===== config.mk =====
export PLATFORM = sky130hd
export DESIGN_NAME = rational_arith_unit
export DESIGN_NICKNAME = d
export VERILOG_FILES = /design/src/rtl/core/rau_pkg.sv /design/src/rtl/core/rau_divider.sv /design/src/rtl/core/rau_datapath.sv /design/src/rtl/core/rau_ctrl.sv /design/src/rtl/core/rational_arith_unit.sv
export SDC_FILE = /design/constraint.sdc
export NUM_CORES = 2
export LEC_CHECK = 0
export BUFFER_PORTS_ARGS = -buffer_cell sky130_fd_sc_hd__buf_2
export CORE_MARGIN = 3
export CORE_UTILIZATION = 48
export CTS_CLUSTER_SIZE = 30
export DETAILED_ROUTE_END_ITERATION = 16
export PLACE_DENSITY = 0.75
export RECOVER_POWER = 100
export SLEW_MARGIN = 40
export SYNTH_ARGS = -nofsm -noshare
export SYNTH_HDL_FRONTEND = slang
export SYNTH_SLANG_ARGS = --single-unit

===== constraint.sdc =====
create_clock -name clk -period 18.7 [get_ports clk]
set_input_delay 3.74 -clock clk [delete_from_list [all_inputs] [get_ports clk]]
set_output_delay 3.74 -clock clk [all_outputs]
set_load 0.05 [all_outputs]

===== src/rtl/core/rau_pkg.sv =====
`default_nettype none
package rau_pkg;

  localparam int unsigned FW = 32;           // field width
  localparam int unsigned MW = 64;           // wide magnitude width

  typedef enum logic [1:0] {
    KIND_ADD = 2'd0,
    KIND_SUB = 2'd1,
    KIND_MUL = 2'd2,
    KIND_DIV = 2'd3
  } kind_t;

  typedef enum logic [1:0] {
    ST_OK       = 2'd0,
    ST_ZERO_DEN = 2'd1,
    ST_OVERFLOW = 2'd2
  } status_t;

  typedef struct packed {
    logic [1:0]        kind;
    logic signed [31:0] first_num;
    logic signed [31:0] first_den;
    logic signed [31:0] second_num;
    logic signed [31:0] second_den;
  } in_beat_t;

  typedef struct packed {
    logic signed [31:0] result_num;
    logic [30:0]        result_den;
    logic [1:0]         status;
  } out_beat_t;

  // datapath commands
  typedef struct packed {
    logic load;      // capture operands, check zero denominators
    logic mul;       // one product step (selected by mul_sel)
    logic [1:0] mul_sel;
    logic combine;   // form num/den from products
    logic div_start; // start a divide of div_a by div_b
    logic [1:0] div_mode; // what the divider works on
    logic gcd_step;  // x <= y, y <= remainder
    logic red_num;   // num <= quotient
    logic red_den;   // den <= quotient
    logic finish;    // form output beat
  } dp_cmd_t;

  typedef struct packed {
    logic bad_den;    // zero denominator or divide by zero
    logic num_zero;
    logic y_zero;
    logic div_done;
  } dp_stat_t;

  localparam logic [1:0] DM_GCD = 2'd0;
  localparam logic [1:0] DM_NUM = 2'd1;
  localparam logic [1:0] DM_DEN = 2'd2;

endpackage
`default_nettype wire


===== src/rtl/core/rau_divider.sv =====
`default_nettype none
// restoring divider, one quotient bit per cycle
module rau_divider (
  input  wire logic                   clk,
  input  wire logic                   rst_n,
  input  wire logic                   start,
  input  wire logic [rau_pkg::MW-1:0] dividend,
  input  wire logic [rau_pkg::MW-1:0] divisor,
  output logic                        done,
  output logic [rau_pkg::MW-1:0]      quotient,
  output logic [rau_pkg::MW-1:0]      remainder
);
  localparam int unsigned MW = rau_pkg::MW;

  logic [MW-1:0] q_r, q_nxt, rem_r, rem_nxt, dvs_r, dvs_nxt;
  logic [6:0]    cnt_r, cnt_nxt;
  logic          busy_r, busy_nxt, done_r, done_nxt;
  logic [MW:0]   trial;
  logic [MW:0]   shifted;

  always_comb begin
    shifted  = {rem_r, q_r[MW-1]};
    trial    = shifted - {1'b0, dvs_r};
    q_nxt    = q_r;
    rem_nxt  = rem_r;
    dvs_nxt  = dvs_r;
    cnt_nxt  = cnt_r;
    busy_nxt = busy_r;
    done_nxt = 1'b0;
    if (start) begin
      q_nxt    = dividend;
      rem_nxt  = '0;
      dvs_nxt  = divisor;
      cnt_nxt  = 7'(MW);
      busy_nxt = 1'b1;
    end else if (busy_r) begin
      if (!trial[MW]) begin
        rem_nxt = trial[MW-1:0];
        q_nxt   = {q_r[MW-2:0], 1'b1};
      end else begin
        rem_nxt = shifted[MW-1:0];
        q_nxt   = {q_r[MW-2:0], 1'b0};
      end
      cnt_nxt = cnt_r - 7'd1;
      if (cnt_r == 7'd1) begin
        busy_nxt = 1'b0;
        done_nxt = 1'b1;
      end
    end
  end

  always_ff @(posedge clk) begin
    q_r   <= q_nxt;
    rem_r <= rem_nxt;
    dvs_r <= dvs_nxt;
    if (!rst_n) begin
      cnt_r  <= '0;
      busy_r <= 1'b0;
      done_r <= 1'b0;
    end else begin
      cnt_r  <= cnt_nxt;
      busy_r <= busy_nxt;
      done_r <= done_nxt;
    end
  end

  assign done      = done_r;
  assign quotient  = q_r;
  assign remainder = rem_r;

  a_done_idle: assert property (@(posedge clk) disable iff (!rst_n)
    done_r |-> !busy_r) else $error("divider done while busy");
  a_start_busy: assert property (@(posedge clk) disable iff (!rst_n)
    start |=> busy_r) else $error("divider did not start");
endmodule
`default_nettype wire


===== src/rtl/core/rau_datapath.sv =====
`default_nettype none
module rau_datapath #(
  parameter int unsigned VALUE_WIDTH = 32
) (
  input  wire logic               clk,
  input  wire logic               rst_n,
  input  wire rau_pkg::in_beat_t  in_beat,
  input  wire rau_pkg::dp_cmd_t   cmd,
  output rau_pkg::dp_stat_t       stat,
  output rau_pkg::out_beat_t      out_beat
);
  localparam int unsigned MW = rau_pkg::MW;
  localparam logic [MW-1:0] LIMIT = MW'(1) << (VALUE_WIDTH - 1);

  logic [1:0]  kind_r;
  logic [32:0] m_r [4];   // magnitudes n1 d1 n2 d2
  logic        s_r [4];
  logic        bad_r;
  logic [MW-1:0] p_r [3]; logic ps_r [3];   // products
  logic [MW-1:0] num_r, den_r, x_r, y_r;
  logic          nneg_r;
  logic [MW:0]   sum;
  logic [32:0]   ma, mb;
  logic          sa, sb;
  logic [MW-1:0] div_a, div_b, quo, rem;
  logic          div_done;
  rau_pkg::out_beat_t ob_r;

  function automatic logic [32:0] mag(input logic [31:0] v);
    mag = v[31] ? (33'h1_0000_0000 - {1'b0, v}) : {1'b0, v};
  endfunction

  always_comb begin
    unique case (cmd.mul_sel)
      2'd0:    begin ma = m_r[0]; sa = s_r[0]; mb = m_r[3]; sb = s_r[3]; end // n1*d2
      2'd1:    begin ma = m_r[2]; sa = s_r[2]; mb = m_r[1]; sb = s_r[1]; end // n2*d1
      2'd2:    begin ma = m_r[1]; sa = s_r[1]; mb = m_r[3]; sb = s_r[3]; end // d1*d2
      default: begin ma = m_r[0]; sa = s_r[0]; mb = m_r[2]; sb = s_r[2]; end // n1*n2
    endcase
  end

  always_comb begin
    unique case (cmd.div_mode)
      rau_pkg::DM_NUM: begin div_a = num_r; div_b = x_r; end
      rau_pkg::DM_DEN: begin div_a = den_r; div_b = x_r; end
      default:         begin div_a = x_r;   div_b = y_r; end
    endcase
  end

  rau_divider u_div (
    .clk(clk), .rst_n(rst_n), .start(cmd.div_start), .dividend(div_a),
    .divisor(div_b), .done(div_done), .quotient(quo), .remainder(rem)
  );

  logic [65:0]   prod_w;
  logic [MW-1:0] prod;
  logic          psign;
  logic [MW-1:0] amag, bmag;
  logic          aneg, bneg;
  logic          cneg;
  logic [MW-1:0] cmag;
  // 33 x 33 magnitudes, at most 2^62
  assign prod_w = ma * mb;
  assign prod   = prod_w[MW-1:0];
  assign psign  = (sa != sb) && (prod != '0);

  always_comb begin
    // p_r[0]=first cross or n1*n2, p_r[1]=second cross n2*d1, p_r[2]=d1*d2 (den unless divide)
    amag = p_r[0]; aneg = ps_r[0];
    bmag = p_r[1]; bneg = ps_r[1] ^ ((kind_r == rau_pkg::KIND_SUB) && (p_r[1] != '0));
    sum  = '0;
    if (aneg == bneg) begin
      sum = {1'b0, amag} + {1'b0, bmag}; cneg = aneg;
    end else if (amag >= bmag) begin
      sum = {1'b0, amag - bmag}; cneg = aneg;
    end else begin
      sum = {1'b0, bmag - amag}; cneg = bneg;
    end
    cmag = sum[MW-1:0];
    if (kind_r == rau_pkg::KIND_MUL || kind_r == rau_pkg::KIND_DIV) begin
      cmag = p_r[0]; cneg = ps_r[0];
    end
  end

  always_ff @(posedge clk) begin
    if (cmd.load) begin
      kind_r <= in_beat.kind;
      m_r[0] <= mag(in_beat.first_num);  s_r[0] <= in_beat.first_num[31];
      m_r[1] <= mag(in_beat.first_den);  s_r[1] <= in_beat.first_den[31];
      m_r[2] <= mag(in_beat.second_num); s_r[2] <= in_beat.second_num[31];
      m_r[3] <= mag(in_beat.second_den); s_r[3] <= in_beat.second_den[31];
      bad_r  <= (in_beat.first_den == '0) || (in_beat.second_den == '0) ||
                ((in_beat.kind == rau_pkg::KIND_DIV) && (in_beat.second_num == '0));
    end
    if (cmd.mul) begin
      // slot: sel0->0, sel3->0, sel1->1, sel2->2
      unique case (cmd.mul_sel)
        2'd1:    begin p_r[1] <= prod; ps_r[1] <= psign; end
        2'd2:    begin p_r[2] <= prod; ps_r[2] <= psign; end
        default: begin p_r[0] <= prod; ps_r[0] <= psign; end
      endcase
    end
    if (cmd.combine) begin
      num_r  <= cmag;
      // divide: den = d1*n2 sits in slot 1
      if (kind_r == rau_pkg::KIND_DIV) begin
        den_r  <= p_r[1];
        nneg_r <= (cmag != '0) && (cneg ^ ps_r[1]);
        y_r    <= p_r[1];
      end else begin
        den_r  <= p_r[2];
        nneg_r <= (cmag != '0) && (cneg ^ ps_r[2]);
        y_r    <= p_r[2];
      end
      x_r <= cmag;
    end
    if (cmd.gcd_step) begin
      x_r <= y_r;
      y_r <= rem;
    end
    if (cmd.red_num) num_r <= quo;
    if (cmd.red_den) den_r <= quo;
    if (cmd.finish) begin
      if (bad_r) begin
        ob_r.result_num <= '0; ob_r.result_den <= 31'd1; ob_r.status <= rau_pkg::ST_ZERO_DEN;
      end else if (num_r == '0) begin
        ob_r.result_num <= '0; ob_r.result_den <= 31'd1; ob_r.status <= rau_pkg::ST_OK;
      end else if ((den_r > LIMIT - MW'(1)) ||
                   (nneg_r ? (num_r > LIMIT) : (num_r > LIMIT - MW'(1)))) begin
        ob_r.result_num <= '0; ob_r.result_den <= 31'd1; ob_r.status <= rau_pkg::ST_OVERFLOW;
      end else begin
        ob_r.result_num <= nneg_r ? (32'd0 - num_r[31:0]) : num_r[31:0];
        ob_r.result_den <= den_r[30:0];
        ob_r.status     <= rau_pkg::ST_OK;
      end
    end
  end

  assign stat.bad_den  = bad_r;
  assign stat.num_zero = (num_r == '0);
  assign stat.y_zero   = (y_r == '0);
  assign stat.div_done = div_done;
  assign out_beat      = ob_r;
endmodule
`default_nettype wire


===== src/rtl/core/rau_ctrl.sv =====
`default_nettype none
module rau_ctrl (
  input  wire logic             clk,
  input  wire logic             rst_n,
  input  wire logic             in_valid,
  output logic                  in_stall,
  output logic                  out_valid,
  input  wire logic             out_stall,
  input  wire logic [1:0]       kind,
  input  wire rau_pkg::dp_stat_t stat,
  output rau_pkg::dp_cmd_t      cmd
);
  typedef enum logic [9:0] {
    S_IDLE  = 10'b00_0000_0001,
    S_MUL0  = 10'b00_0000_0010,
    S_MUL1  = 10'b00_0000_0100,
    S_MUL2  = 10'b00_0000_1000,
    S_COMB  = 10'b00_0001_0000,
    S_GCD   = 10'b00_0010_0000,
    S_GWAIT = 10'b00_0100_0000,
    S_RNUM  = 10'b00_1000_0000,
    S_RDEN  = 10'b01_0000_0000,
    S_OUT   = 10'b10_0000_0000
  } state_t;

  state_t state_r, state_nxt;
  logic [1:0] kind_r, kind_nxt;
  logic out_valid_r, out_valid_nxt;
  logic waiting_r, waiting_nxt;

  always_comb begin
    state_nxt     = state_r;
    kind_nxt      = kind_r;
    out_valid_nxt = out_valid_r && out_stall;
    waiting_nxt   = waiting_r;
    cmd           = '0;
    in_stall      = 1'b1;
    unique case (state_r)
      S_IDLE: begin
        in_stall = 1'b0;
        if (in_valid) begin
          cmd.load  = 1'b1;
          kind_nxt  = kind;
          state_nxt = S_MUL0;
        end
      end
      S_MUL0: begin
        cmd.mul     = 1'b1;
        cmd.mul_sel = (kind_r == rau_pkg::KIND_MUL) ? 2'd3 : 2'd0;
        state_nxt   = S_MUL1;
      end
      S_MUL1: begin
        cmd.mul     = 1'b1;
        cmd.mul_sel = 2'd1;
        state_nxt   = S_MUL2;
      end
      S_MUL2: begin
        cmd.mul     = 1'b1;
        cmd.mul_sel = 2'd2;
        state_nxt   = S_COMB;
      end
      S_COMB: begin
        cmd.combine = 1'b1;
        state_nxt   = S_GCD;
      end
      S_GCD: begin
        if (stat.bad_den || stat.num_zero) begin
          state_nxt = S_OUT;
        end else if (stat.y_zero) begin
          cmd.div_start = 1'b1;
          cmd.div_mode  = rau_pkg::DM_NUM;
          state_nxt     = S_RNUM;
        end else begin
          cmd.div_start = 1'b1;
          cmd.div_mode  = rau_pkg::DM_GCD;
          state_nxt     = S_GWAIT;
        end
      end
      S_GWAIT: begin
        if (stat.div_done) begin
          cmd.gcd_step = 1'b1;
          state_nxt    = S_GCD;
        end
      end
      S_RNUM: begin
        if (stat.div_done) begin
          cmd.red_num   = 1'b1;
          cmd.div_start = 1'b1;
          cmd.div_mode  = rau_pkg::DM_DEN;
          state_nxt     = S_RDEN;
        end
      end
      S_RDEN: begin
        if (stat.div_done) begin
          cmd.red_den = 1'b1;
          waiting_nxt = 1'b1;
          state_nxt   = S_OUT;
        end
      end
      S_OUT: begin
        // hold until the previous beat has left the output register
        if (!out_valid_r || !out_stall) begin
          cmd.finish    = 1'b1;
          out_valid_nxt = 1'b1;
          waiting_nxt   = 1'b0;
          state_nxt     = S_IDLE;
        end
      end
      default: state_nxt = S_IDLE;
    endcase
  end

  always_ff @(posedge clk) begin
    if (!rst_n) begin
      state_r     <= S_IDLE;
      out_valid_r <= 1'b0;
      waiting_r   <= 1'b0;
      kind_r      <= '0;
    end else begin
      state_r     <= state_nxt;
      out_valid_r <= out_valid_nxt;
      waiting_r   <= waiting_nxt;
      kind_r      <= kind_nxt;
    end
  end

  assign out_valid = out_valid_r;

  a_accept_idle: assert property (@(posedge clk) disable iff (!rst_n)
    !in_stall |-> state_r == S_IDLE) else $error("input taken while busy");
  a_finish_free: assert property (@(posedge clk) disable iff (!rst_n)
    cmd.finish |-> (!out_valid_r || !out_stall)) else $error("output overwritten");
  a_onehot: assert property (@(posedge clk) disable iff (!rst_n)
    $onehot(state_r)) else $error("state not one-hot");
  a_wait_out: assert property (@(posedge clk) disable iff (!rst_n)
    waiting_r |-> state_r == S_OUT) else $error("reduced result lost");
endmodule
`default_nettype wire


===== src/rtl/core/rational_arith_unit.sv =====
`default_nettype none
// channel | ports                         | beat
// input   | in_valid in_stall in_beat     | rau_pkg::in_beat_t
// result  | out_valid out_stall out_beat  | rau_pkg::out_beat_t
// A single 64-bit restoring divider (one quotient bit per cycle) serves gcd and reduction.
// One beat is worked at a time; the next is taken once the result is in the output register.
// Synchronous active-low reset clears the controller and output valid.
// A stalled result holds; a finished beat waits in S_OUT while the old one is stalled.
module rational_arith_unit #(
  parameter int unsigned VALUE_WIDTH = 32
) (
  input  wire logic               clk,
  input  wire logic               rst_n,
  input  wire logic               in_valid,
  output logic                    in_stall,
  input  wire rau_pkg::in_beat_t  in_beat,
  output logic                    out_valid,
  input  wire logic               out_stall,
  output rau_pkg::out_beat_t      out_beat
);
  rau_pkg::dp_cmd_t  cmd;
  rau_pkg::dp_stat_t stat;

  rau_ctrl u_ctrl (
    .clk(clk), .rst_n(rst_n), .in_valid(in_valid), .in_stall(in_stall),
    .out_valid(out_valid), .out_stall(out_stall), .kind(in_beat.kind),
    .stat(stat), .cmd(cmd)
  );

  rau_datapath #(.VALUE_WIDTH(VALUE_WIDTH)) u_dp (
    .clk(clk), .rst_n(rst_n), .in_beat(in_beat), .cmd(cmd), .stat(stat),
    .out_beat(out_beat)
  );
endmodule
`default_nettype wire

==> impl_metrics.env <==
export IMPL_first_global_vias=77900
export IMPL_fin_worst_skew_ns=0.0661
export IMPL_number_of_enable_flip_flop_cells_after_synthesis=784
export IMPL_ys_warn_count=0
export IMPL_portBuffers=200
export IMPL_gp_routability_congestion=1.11
export IMPL_clock_root_buffer="sky130_fd_sc_hd__clkbuf_16"
export IMPL_timing_setup_tns_ns=0
export IMPL_hold_viol_final=0
export IMPL_count_of_boundary_i_o_pins=201
export IMPL_timing_critical_path_fanout_max=69
export IMPL_top_cell_type_by_total_area_after_synthesis="sky130_fd_sc_hd__edfxtp_1"
export IMPL_worst_endpoint_required_ns=19.16
export IMPL_synth_top_cells_by_area="sky130_fd_sc_hd__edfxtp_1 26%, sky130_fd_sc_hd__fa_1 21%, sky130_fd_sc_hd__ha_1 7.2%"
export IMPL_nNetsFinal=11500
export IMPL_headroom_to_the_max_slew_limit_pct=-308
export IMPL_grt_start_max_net_pins=189
export IMPL_most_common_layout_cells="1329 x sky130_fd_sc_hd__inv_1, 1238 x sky130_fd_sc_hd__nor2_1, 1027 x sky130_fd_sc_hd__nand2_1, 961 x sky130_fd_sc_hd__fa_1, 784 x sky130_fd_sc_hd__edfxtp_1"
export IMPL_ff_latch_area_sq_um=25300
export IMPL_layout_area_overhead_vs_synth_pct=7.90
export IMPL_worst_path_largest_cell_delay_ns=2.01
export IMPL_chipHeight_microns=439
export IMPL_vias=78900
export IMPL_fp_dieW_microns=439
export IMPL_synth_main_ff_cell="sky130_fd_sc_hd__edfxtp_1"
export IMPL_cts_inserted_buffers=98
export IMPL_critical_path_most_common_cell="sky130_fd_sc_hd__fa_1"
export IMPL_hold_path_class="flop to flop"
export IMPL_post_synth_inst_count=9902
export IMPL_seq_area_frac_synth_pct=28.1
export IMPL_ys_seq_elements=870
export IMPL_drt_drc_violations_left=0
export IMPL_core_area_sq_um=186000
export IMPL_cp_start_kind="flop"
export IMPL_timing_final_max_slew_violations=1828
export IMPL_firstDrtPassIters=8
export IMPL_numClockSinks=870
export IMPL_violated_checks="max-capacitance violations, max-slew violations"
export IMPL_distinct_cell_type_count_after_synthesis=103
export IMPL_timing_reg2reg_worst_path_depth=36
export IMPL_place_hpwl_mm=279
export IMPL_setup_violations=0
export IMPL_dieArea_sq_um=192000
export IMPL_post_synth_cell_area_avg_sq_um=9.07
export IMPL_n_fill_cell=16800
export IMPL_h_tree_depth=3
export IMPL_asyncSetResetFlopFracSynth_pct=0
export IMPL_crit_arrival_ns=15.57
export IMPL_clock_tree_from_tritoncts="yes"
export IMPL_min_path_cells=2
export IMPL_final_layout_size_suffix_gt1_share_pct=6.16
export IMPL_critPathCaptureType="flop"
export IMPL_grt_setup_unrepaired="false"
export IMPL_grt_pass1_wl_mm=515
export IMPL_latest_clock_arrival_within_the_worst_skew_pair_ns=0.80
export IMPL_synth_top_area_share_pct=26.2
export IMPL_min_period_ns=15.11
export IMPL_syn_cell_area_sq_um=89800
export IMPL_critical_path_slowest_cell="sky130_fd_sc_hd__ha_1"
export IMPL_drt_wirelength_per_cell_microns=28.6
export IMPL_antenna_left=0
export IMPL_layout_cells_most_common="sky130_fd_sc_hd__inv_1"
export IMPL_timing_final_crit_share_pct=80.8
export IMPL_dr_first_iter_drc_count=10300
export IMPL_result_of_the_run="complete, but fails checks"
export IMPL_worst_setup_path_type="flop to flop"
export IMPL_initial_core_util_pct=48.4
export IMPL_cts_hold_repair_buffers=0
export IMPL_multi_input_combinational_cell_area_sq_um=57900
export IMPL_placement_rows=158
export IMPL_path_clk_slew_ns=0.06
export IMPL_cts_repair_timing_setup_buffer_count=0
export IMPL_global_route_usage_total_pct=36.3
export IMPL_postCtsResizedCells=0
export IMPL_detail_route_wirelength_mm=355
export IMPL_ctsLongestPathBuffers=3
export IMPL_via_per_instance_ratio=6.35
export IMPL_cap_violations=33
export IMPL_timing_worst_slew_pin_value_ns=6.12
export IMPL_fmax_mhz=66.2
export IMPL_antenna_found_initial=15
export IMPL_grt_overflow_total=0
## through the flow
step | utilization [%] | std cells | setup slack, ns | hold slack (ns) | instance area, sq um
after global routing | 52.2 | 12400 | 3.01 | 0.519 | 96900
after floorplan | - | 9905 | 7.29 | 0.439 | 89800
after global placement | 50.3 | 12200 | 6.05 | 0.456 | 93500
final | 52.2 | 12400 | 3.59 | 0.474 | 96900
after detailed placement | 50.6 | 12200 | 6.09 | 0.469 | 94000
after CTS | 52.5 | 12400 | 6.05 | 0.478 | 97400
## synth_stat cells (120+ instances only)
master                     number
sky130_fd_sc_hd__clkbuf_1     432
sky130_fd_sc_hd__xnor2_1      230
sky130_fd_sc_hd__nand2_1     1028
sky130_fd_sc_hd__o21ai_0      457
sky130_fd_sc_hd__mux2i_1      157
sky130_fd_sc_hd__a22oi_1      134
sky130_fd_sc_hd__nor2_1      1239
sky130_fd_sc_hd__fa_1         961
sky130_fd_sc_hd__a21o_1       120
sky130_fd_sc_hd__a21oi_1      722
sky130_fd_sc_hd__ha_1         516
sky130_fd_sc_hd__edfxtp_1     784
sky130_fd_sc_hd__inv_1       1332
## state kept, by name (all words and copies together) (netlist names), 64 cells and up
name	cells
u_dp.p_r	192
u_dp.m_r	132
u_dp.out_beat	65
u_dp.den_r	64
u_dp.num_r	64
u_dp.u_div.dvs_r	64
u_dp.u_div.quotient	64
u_dp.u_div.remainder	64
u_dp.x_r	64
u_dp.y_r	64
## critical path, delay by kind of cell (launching register included)
family                   cells  cell delay (ns)
AO/OA/AOI/OAI               10             3.42
flip-flops                   1             0.39
XOR/XNOR                     1             0.17
buffers and inverters        7             2.07
AND/OR/NAND/NOR              8             2.64
adder cells (fa/ha/maj)     10             6.03
## final timing paths
path	startpoint	end	slack, ns
setup reg to reg	u_ctrl.state_r[6]	u_dp.ps_r[0][2]	3.59
setup / recovery	u_ctrl.state_r[6]	u_dp.ps_r[0][2]	3.59
hold / removal	u_ctrl.kind_r[0]	u_ctrl.kind_r[0]	0.47
hold reg to reg	u_ctrl.kind_r[0]	u_ctrl.kind_r[0]	0.47
## logic make-up (layout without fill, tap and decap cells)
logic type,after synthesis,after routing,synth area share (%)
AOI/OAI and AO/OA,2169,2169,15.1
and+or+nand+nor,2981,2981,14.5
adders and majority gates,1477,1477,28.6
other,1,16,0.00418
xor gates and xnor gates,305,305,3.01
DFF,870,870,28.1
muxes,231,231,2.69
buffers and inverters,1868,1894,7.88
## area by class of cell
class | count | share of cell area [%]
Clock inverter | 50 | 0.722
Timing Repair Buffer | 380 | 2.23
Antenna cell | 12 | 0.0310
Sequential cell | 870 | 26.1
Tap cell | 2480 | 3.20
Clock buffer | 130 | 2.82
Multi-Input combinational cell | 7167 | 59.7
Inverter | 1334 | 5.17
## per-layer routing
metal | GRT usage, % | wire length [microns]
met1 | 45.3 | 128000
met2 | 54.7 | 152000
met3 | 10.7 | 44900
met4 | 23.8 | 30100
met5 | 0 | 51
Power is left out: the tool's default activity adds up to more than one toggle a clock period on the data nets, which glitch-free logic cannot reach.
